<file path="config.mk">
export PLATFORM = sky130hd
export DESIGN_NAME = window_max_rise_flat
export DESIGN_NICKNAME = d
export VERILOG_FILES = /design/src/design/wmr_pkg.sv /design/src/design/wmr_if.sv /design/src/design/wmr_cell.sv /design/src/design/window_max_rise.sv /design/src/flat_wrapper.sv
export SDC_FILE = /design/constraint.sdc
export NUM_CORES = 2
export LEC_CHECK = 0
export BUFFER_PORTS_ARGS = -buffer_cell sky130_fd_sc_hd__buf_2
export CORE_MARGIN = 4
export CORE_UTILIZATION = 45
export DETAILED_ROUTE_END_ITERATION = 6
export SLEW_MARGIN = 20
export SYNTH_ARGS = -nofsm -noshare
export SYNTH_HDL_FRONTEND = slang
export SYNTH_SLANG_ARGS = --single-unit
</file>
<file path="constraint.sdc">
create_clock -name i_clk -period 30.4 [get_ports i_clk]
set_input_delay 3.04 -clock i_clk [delete_from_list [all_inputs] [get_ports i_clk]]
set_output_delay 3.04 -clock i_clk [all_outputs]
set_load 0.01 [all_outputs]
</file>
<file path="src/design/wmr_pkg.sv">
package wmr_pkg;

    localparam int SAMPLE_W   = 32;
    localparam int LEN_W      = 5;
    localparam int WINDOW_DEF = 16;

    typedef logic signed [SAMPLE_W-1:0] t_sample;
    typedef logic        [SAMPLE_W-1:0] t_rise;
    typedef logic        [LEN_W-1:0]    t_len;

    localparam t_len LEN_RST = t_len'(1);

endpackage

</file>
<file path="src/design/wmr_if.sv">
interface wmr_in_if;
    import wmr_pkg::*;

    logic    valid;
    logic    ready;
    t_sample sample;
    logic    last_sample;

    modport source (output valid, output sample, output last_sample, input ready);
    modport sink   (input valid, input sample, input last_sample, output ready);
endinterface

interface wmr_out_if;
    import wmr_pkg::*;

    logic  valid;
    logic  ready;
    t_rise best_rise;
    logic  final_res;

    modport source (output valid, output best_rise, output final_res, input ready);
    modport sink   (input valid, input best_rise, input final_res, output ready);
endinterface

</file>
<file path="src/design/wmr_cell.sv">
module wmr_cell (
    input  logic             i_clk,
    input  logic             i_en,
    input  wmr_pkg::t_sample i_sample,
    input  wmr_pkg::t_sample i_prev_min,
    output wmr_pkg::t_sample o_min
);
    import wmr_pkg::*;

    t_sample r_min;
    t_sample n_min;

    // running min of this cell's span: new sample against the neighbor's span
    always_comb begin
        n_min = (i_sample < i_prev_min) ? i_sample : i_prev_min;
    end

    always_ff @(posedge i_clk) begin
        if (i_en) begin
            r_min <= n_min;
        end
    end

    assign o_min = r_min;

endmodule

</file>
<file path="src/design/window_max_rise.sv">
// Each result is registered in s1 and then in the out stage after request accept.
// Throughput: one request per cycle without output stalls; a chain of WINDOW
// min cells, each updated per accepted sample, holds the recent prefix minima.
// Reset (synchronous, active low): window length 1, empty window, best rise 0,
// pipeline empty. Cell contents are not cleared; the fill count gates them.
module window_max_rise #(
    parameter int WINDOW = wmr_pkg::WINDOW_DEF
) (
    input  logic          i_clk,
    input  logic          i_rst_n,
    input  logic          i_cfg_we,
    input  wmr_pkg::t_len i_cfg_wdata,
    wmr_in_if.sink        i_in,
    wmr_out_if.source     o_out
);
    import wmr_pkg::*;

    localparam int FILL_W = $clog2(WINDOW + 1);
    localparam int IDX_W  = (WINDOW > 1) ? $clog2(WINDOW) : 1;

    t_len              r_len;
    logic [FILL_W-1:0] r_fill;
    logic [FILL_W-1:0] n_fill;
    logic [FILL_W-1:0] len_c;
    logic [FILL_W-1:0] span;
    logic [IDX_W-1:0]  sel;
    t_sample           cell_min [WINDOW];
    t_sample           win_min;
    logic [SAMPLE_W:0] diff;
    t_rise             n_rise;

    logic  r_s1_valid;
    t_rise r_s1_rise;
    logic  r_s1_last;
    logic  r_out_valid;
    t_rise r_out_best;
    logic  r_out_last;
    t_rise r_best;
    t_rise n_best;

    logic accept;
    logic s1_move;

    assign s1_move    = r_s1_valid && (!r_out_valid || o_out.ready);
    assign i_in.ready = !r_s1_valid || s1_move;
    assign accept     = i_in.valid && i_in.ready;

    genvar g;
    generate
        for (g = 0; g < WINDOW; g++) begin : g_cell
            if (g == 0) begin : g_head
                wmr_cell u_cell (
                    .i_clk      (i_clk),
                    .i_en       (accept),
                    .i_sample   (i_in.sample),
                    .i_prev_min (i_in.sample),
                    .o_min      (cell_min[g])
                );
            end else begin : g_body
                wmr_cell u_cell (
                    .i_clk      (i_clk),
                    .i_en       (accept),
                    .i_sample   (i_in.sample),
                    .i_prev_min (cell_min[g-1]),
                    .o_min      (cell_min[g])
                );
            end
        end
    endgenerate

    always_comb begin
        if (r_len == '0) begin
            len_c = FILL_W'(1);
        end else if (int'(r_len) > WINDOW) begin
            len_c = FILL_W'(WINDOW);
        end else begin
            len_c = FILL_W'(r_len);
        end
        span    = (r_fill < len_c) ? r_fill : len_c;
        sel     = IDX_W'(span - FILL_W'(1));
        win_min = cell_min[sel];
        diff    = {i_in.sample[SAMPLE_W-1], i_in.sample} - {win_min[SAMPLE_W-1], win_min};
        n_rise  = (span != '0 && !diff[SAMPLE_W]) ? diff[SAMPLE_W-1:0] : '0;

        if (i_in.last_sample) begin
            n_fill = '0;
        end else if (r_fill < FILL_W'(WINDOW)) begin
            n_fill = r_fill + FILL_W'(1);
        end else begin
            n_fill = r_fill;
        end

        n_best = (r_s1_rise > r_best) ? r_s1_rise : r_best;
    end

    always_ff @(posedge i_clk) begin
        if (!i_rst_n) begin
            r_len       <= LEN_RST;
            r_fill      <= '0;
            r_best      <= '0;
            r_s1_valid  <= 1'b0;
            r_out_valid <= 1'b0;
        end else begin
            if (i_cfg_we) begin
                r_len <= i_cfg_wdata;
            end
            if (accept) begin
                r_fill <= n_fill;
            end
            if (accept) begin
                r_s1_valid <= 1'b1;
            end else if (s1_move) begin
                r_s1_valid <= 1'b0;
            end
            if (s1_move) begin
                r_out_valid <= 1'b1;
                r_best      <= r_s1_last ? '0 : n_best;
            end else if (o_out.ready) begin
                r_out_valid <= 1'b0;
            end
        end
    end

    always_ff @(posedge i_clk) begin
        if (accept) begin
            r_s1_rise <= n_rise;
            r_s1_last <= i_in.last_sample;
        end
        if (s1_move) begin
            r_out_best <= n_best;
            r_out_last <= r_s1_last;
        end
    end

    assign o_out.valid     = r_out_valid;
    assign o_out.best_rise = r_out_best;
    assign o_out.final_res = r_out_last;

endmodule
</file>
<file path="src/flat_wrapper.sv">
// flat-port wrapper written by rule: the top's interface ports become plain ports
module window_max_rise_flat import wmr_pkg::*;
#(
    parameter int WINDOW = wmr_pkg::WINDOW_DEF
)
  (i_clk, i_rst_n, i_cfg_we, i_cfg_wdata, i_in_valid, i_in_sample, i_in_last_sample, i_in_ready, o_out_valid, o_out_best_rise, o_out_final_res, o_out_ready);
  wmr_in_if i_in_i ();
  wmr_out_if o_out_i ();
  input  logic i_clk;
  input  logic i_rst_n;
  input  logic i_cfg_we;
  input  wmr_pkg::t_len i_cfg_wdata;
  input wire logic [$bits(i_in_i.valid)-1:0] i_in_valid;
  input wire logic [$bits(i_in_i.sample)-1:0] i_in_sample;
  input wire logic [$bits(i_in_i.last_sample)-1:0] i_in_last_sample;
  output wire logic [$bits(i_in_i.ready)-1:0] i_in_ready;
  output wire logic [$bits(o_out_i.valid)-1:0] o_out_valid;
  output wire logic [$bits(o_out_i.best_rise)-1:0] o_out_best_rise;
  output wire logic [$bits(o_out_i.final_res)-1:0] o_out_final_res;
  input wire logic [$bits(o_out_i.ready)-1:0] o_out_ready;
  assign i_in_i.valid = i_in_valid;
  assign i_in_i.sample = i_in_sample;
  assign i_in_i.last_sample = i_in_last_sample;
  assign i_in_ready = i_in_i.ready;
  assign o_out_valid = o_out_i.valid;
  assign o_out_best_rise = o_out_i.best_rise;
  assign o_out_final_res = o_out_i.final_res;
  assign o_out_i.ready = o_out_ready;
  window_max_rise #(.WINDOW(WINDOW)) u_core (.i_clk(i_clk), .i_rst_n(i_rst_n), .i_cfg_we(i_cfg_we), .i_cfg_wdata(i_cfg_wdata), .i_in(i_in_i), .o_out(o_out_i));
endmodule
</file>
==> impl_results.md <==
- Status: finished clean
- Synth cell types: ~90
- Post-Route Setup TNS: 0 ns
- Crit-path slowest cell: buf_4
- GRT Resource Usage Total: 25.2%
- CP bufs+invs: 4
- Via density per instance: 5.95
- Worst hold endpoint: u_core.o_out.final_res
- Fin worst setup slack: ~22 ns
- # DRC: 0
- Main synth FF type: edfxtp_1
- Routed wire length per instance: around 25 µm
- Non-Filler Instances: ~5400
- Rows: between 100 and 150
- Switch share: between 30% and 40%
- WS Path Type: reg -> reg
- Crit-path max cell delay: around 0.78 ns
- Post-route clock skew: between 0.03 and 0.04 ns
- FF-to-FF path depth: 24
- Design Power: between 3000 and 4000 µW
- Die W: 320 µm
- Final #Nets: roughly 4700
- Vias in the first global route: 30700
- Asr flop ratio synth: 0%
- Antenna Cells: 0
- Worst-path clk slew: roughly 0.060 ns
- 1st-iter DRT viols: approximately 3100
- NetSw: ~1100 µW
- Syn Nets: between 4000 and 5000
- Yosys synthesis warning count: 0
- Util after Layout: 49.6%
- Detailed placement HPWL: 92.2 mm
- H-tree Lvls: 3
- Ratio of cells with drive above 1 in the final layout: 19.3%
- PD cells: around 68 nW/µm²
- Largest net degree at the start of global routing: around 160
- Max Fclk: ~0.13 GHz
- Antenna Violating Nets Remaining: 0
- Pre-CTS setup slack: approximately 22 ns
- Min-delay src: u_core.r_s1_last
- Sequential area share after synthesis: 41.6%
- Layout area overhead: 9.32%
- Max-Cap Viols: 0
- CTS Buf Count: 75
- Synthesized area per cell: between 10 and 15 µm²
- Worst skew pair latency: approximately 0.65 ns
- Root Buffer: clkbuf_16
- Initial Util: 45.4%
- Worst slew margin: roughly a quarter
- IO Count: 78
- RR Endpoint: u_core.r_s1_rise[30]
- Hold/Removal Path Class: reg -> reg
- Max Transition Viols Final: 0
- EDFF count, synth: 578
- Post-cts resize count: 0
- Synth Cell Area: roughly 44000 µm²
- Die H: about 320 µm
- Hold_buf cts: 0
- CP cell instances: nor2b_1 -> inv_1 -> ha_1 -> a211oi_2 -> o21bai_1 -> a21o_1 -> mux2_8 -> buf_4 -> mux4_2 -> a211oi_1 -> a31oi_1 -> ha_1 -> inv_1 -> fa_1 -> a21oi_1 -> or3b_2 -> a31oi_4 -> nand4_1 -> and3b_1 -> o21bai_2 -> a211o_1 -> a21oi_2 -> buf_4 -> nor4_1
- Clk sinks: 622
- First-pass GRT wire length: ~200 mm
- Worst setup EP type: register
- Hold path depth: 0
- FF+latch count, synth: about 620
- Cell internal pwr: around 2100 µW
- Worst reg2reg setup slack: around 22 ns
- Core area: approximately 97000 µm²
- CTS tree: yes
- Initial antenna violation count: 1
- Total Die Area: 102000 µm²
- RSZ-0062 raised after global routing: no
- Grt total ovfl: 0
- Final Cycle Share: around a quarter
- Port Buffer Count: 77
- Data arrival time of the worst path: ~8.4 ns
- Final Critical Period: 7.93 ns
- Buffer count from post-CTS setup fixing: 0
- Worst r2r src: u_core.r_len[2]
- Reg power frac: approximately 38%
- Filler instances: 8667
- Leakage Power: between 0.02 and 0.025 µW
- Buffer depth of the longest clock path: 3
- Final Setup Violations: 0
- Combinational fraction of design power: between 30% and 40%
- CP Launch Type: register
- Crit path required time: between 30 and 40 ns
- CP max FO: 92
- Peak supply drop: between 0.03 and 0.04 mV
- Final Hold Fails: 0
- Syn Inst Count: around 4100
- Placed cells: about 5300
- DRT Pass-1 Iters: 6
- CP delay by family, top: compound AO/OA/AOI/OAI gates
- Via count: 32100
- Drt total wl: roughly 130 mm
- Least-Margin Pin Slew: about 1.1 ns
- Clock Power Share: 27.1%
- Final GP Congestion: approximately 0.92
## worst register-to-register path, cell delays in order, from the launching register on
cell and delay [ns]:
dfxtp_1 0.34, nor2b_1 0.29, inv_1 0.13, ha_1 0.34, a211oi_2 0.09, o21bai_1 0.43, a21o_1 0.52, mux2_8 0.70
buf_4 0.85, mux4_2 0.64, a211oi_1 0.30, a31oi_1 0.08, ha_1 0.23, inv_1 0.07, fa_1 0.22, a21oi_1 0.13
or3b_2 0.53, a31oi_4 0.32, nand4_1 0.15, and3b_1 0.27, o21bai_2 0.24, a211o_1 0.20, a21oi_2 0.13, buf_4 0.25
nor4_1 0.32
## how the worst max path moves through the flow
stage / startpoint / end / depth (start not counted)
floorplan: o_out_ready / u_core.r_fill[0] / 7
global placement: o_out_ready / u_core.g_cell[3].g_body.u_cell.o_min[27] / 9
detailed placement: o_out_ready / u_core.g_cell[9].g_body.u_cell.o_min[26] / 9
CTS: u_core.r_len[2] / u_core.r_s1_rise[30] / 24
global route: u_core.r_len[2] / u_core.r_s1_rise[30] / 24
finish: u_core.r_len[2] / u_core.r_s1_rise[30] / 24
## cell usage in the layout (no fill, tap or decap), drive strengths merged, types with 21 or more instances in the layout
cell,Yosys,final
dfxtp,44,44
nor4,23,23
a31oi,37,37
edfxtp,578,578
a21o,181,181
a211oi,64,64
a22o,36,36
nor2,196,196
buf,116,136
clkbuf,73,99
nor2b,30,30
clkinv,0,21
nor3,30,30
ha,534,534
mux2,516,516
o211ai,81,81
a21oi,210,210
nand4,98,98
a311oi,40,40
o21ai,151,151
nand2,228,228
inv,525,528
## cell families (layout without fill, tap and decap cells)
kind of cell    count (synthesis)  after routing  share of synthesized area, %
compound gates                942            942                          14.7
buf+inv                       714            788                          6.58
simple gates                  669            669                          7.08
flops                         622            622                          41.6
mux                           541            541                          14.1
fa+ha+maj                     535            535                          15.3
xor+xnor                       28             28                         0.603
## cells in the mapped netlist (9+ instances only)
library cell	number	area, µm²
nor2_1	195	732
clkbuf_1	72	270
a22o_1	36	315
a211oi_1	63	473
mux4_2	9	203
nand2b_1	17	106
dfxtp_1	44	881
mux2i_1	14	140
o311ai_0	9	78.8
a21oi_1	209	1050
mux2_1	10	113
o21ai_1	16	80.1
a21o_1	180	1350
o221ai_1	15	131
ha_1	534	6680
nor2b_1	30	188
nand2_1	228	856
buf_4	17	128
xor2_1	14	123
a311oi_1	40	350
edfxtp_1	578	17400
o21a_1	15	113
buf_2	92	460
o21ai_0	133	666
nand3_1	16	80.1
a31oi_1	34	213
o22ai_1	17	106
nor4_1	23	144
xnor2_1	13	114
nor3_1	30	150
o211ai_1	81	608
inv_1	525	1970
mux2_2	505	5690
nand4_1	98	613
## layer usage
layer,vias to the layer above,part of all wire [%],track usage [%]
met5,-,0.014,0
met4,2,4.1,9.52
met3,208,7.9,5.20
met2,1117,42,37.4
met1,15700,46,36.2
li1,15100,-,-
## layout make-up
type	instances	area (µm²)	share of cell area, %
well taps	1276	1600	3.33
flip-flops and latches	622	18200	38.1
inverters	525	1980	4.13
clock inverters	28	214	0.447
multi-input cells	2715	22900	47.8
clock buffers	99	2100	4.39
repair buffers	136	870	1.82
## per-stage QoR
step	hold WS, ns	instance area (µm²)
2_1_floorplan	0.427	43800
3_3_place_gp	0.441	45600
3_5_place_dp	0.447	45600
4_1_cts	0.463	47900
5_1_grt	0.466	47900
6_report	0.452	47900
## sequential cells by signal, indices dropped and copies added (netlist names)
name	flops
u_core.g_cell.g_body.u_cell.o_min	480
u_core.g_cell.g_head.u_cell.o_min	32
u_core.o_out.valid	1
u_core.r_s1_valid	1
u_core.r_s1_last	1
u_core.r_fill	5
u_core.o_out.best_rise	32
u_core.r_s1_rise	32
u_core.r_len	5
u_core.r_best	32
u_core.o_out.final_res	1
## power groups by stage
stage,clock [µW],combinational (µW),sequential (µW)
6_report,877,1140,1220
2_1_floorplan,0,783,1210
4_1_cts,893,1120,1220
5_1_grt,928,1230,1230
3_5_place_dp,0,1110,1240
3_3_place_gp,0,1100,1240
Note: power is estimated with default switching activity, not from simulation.
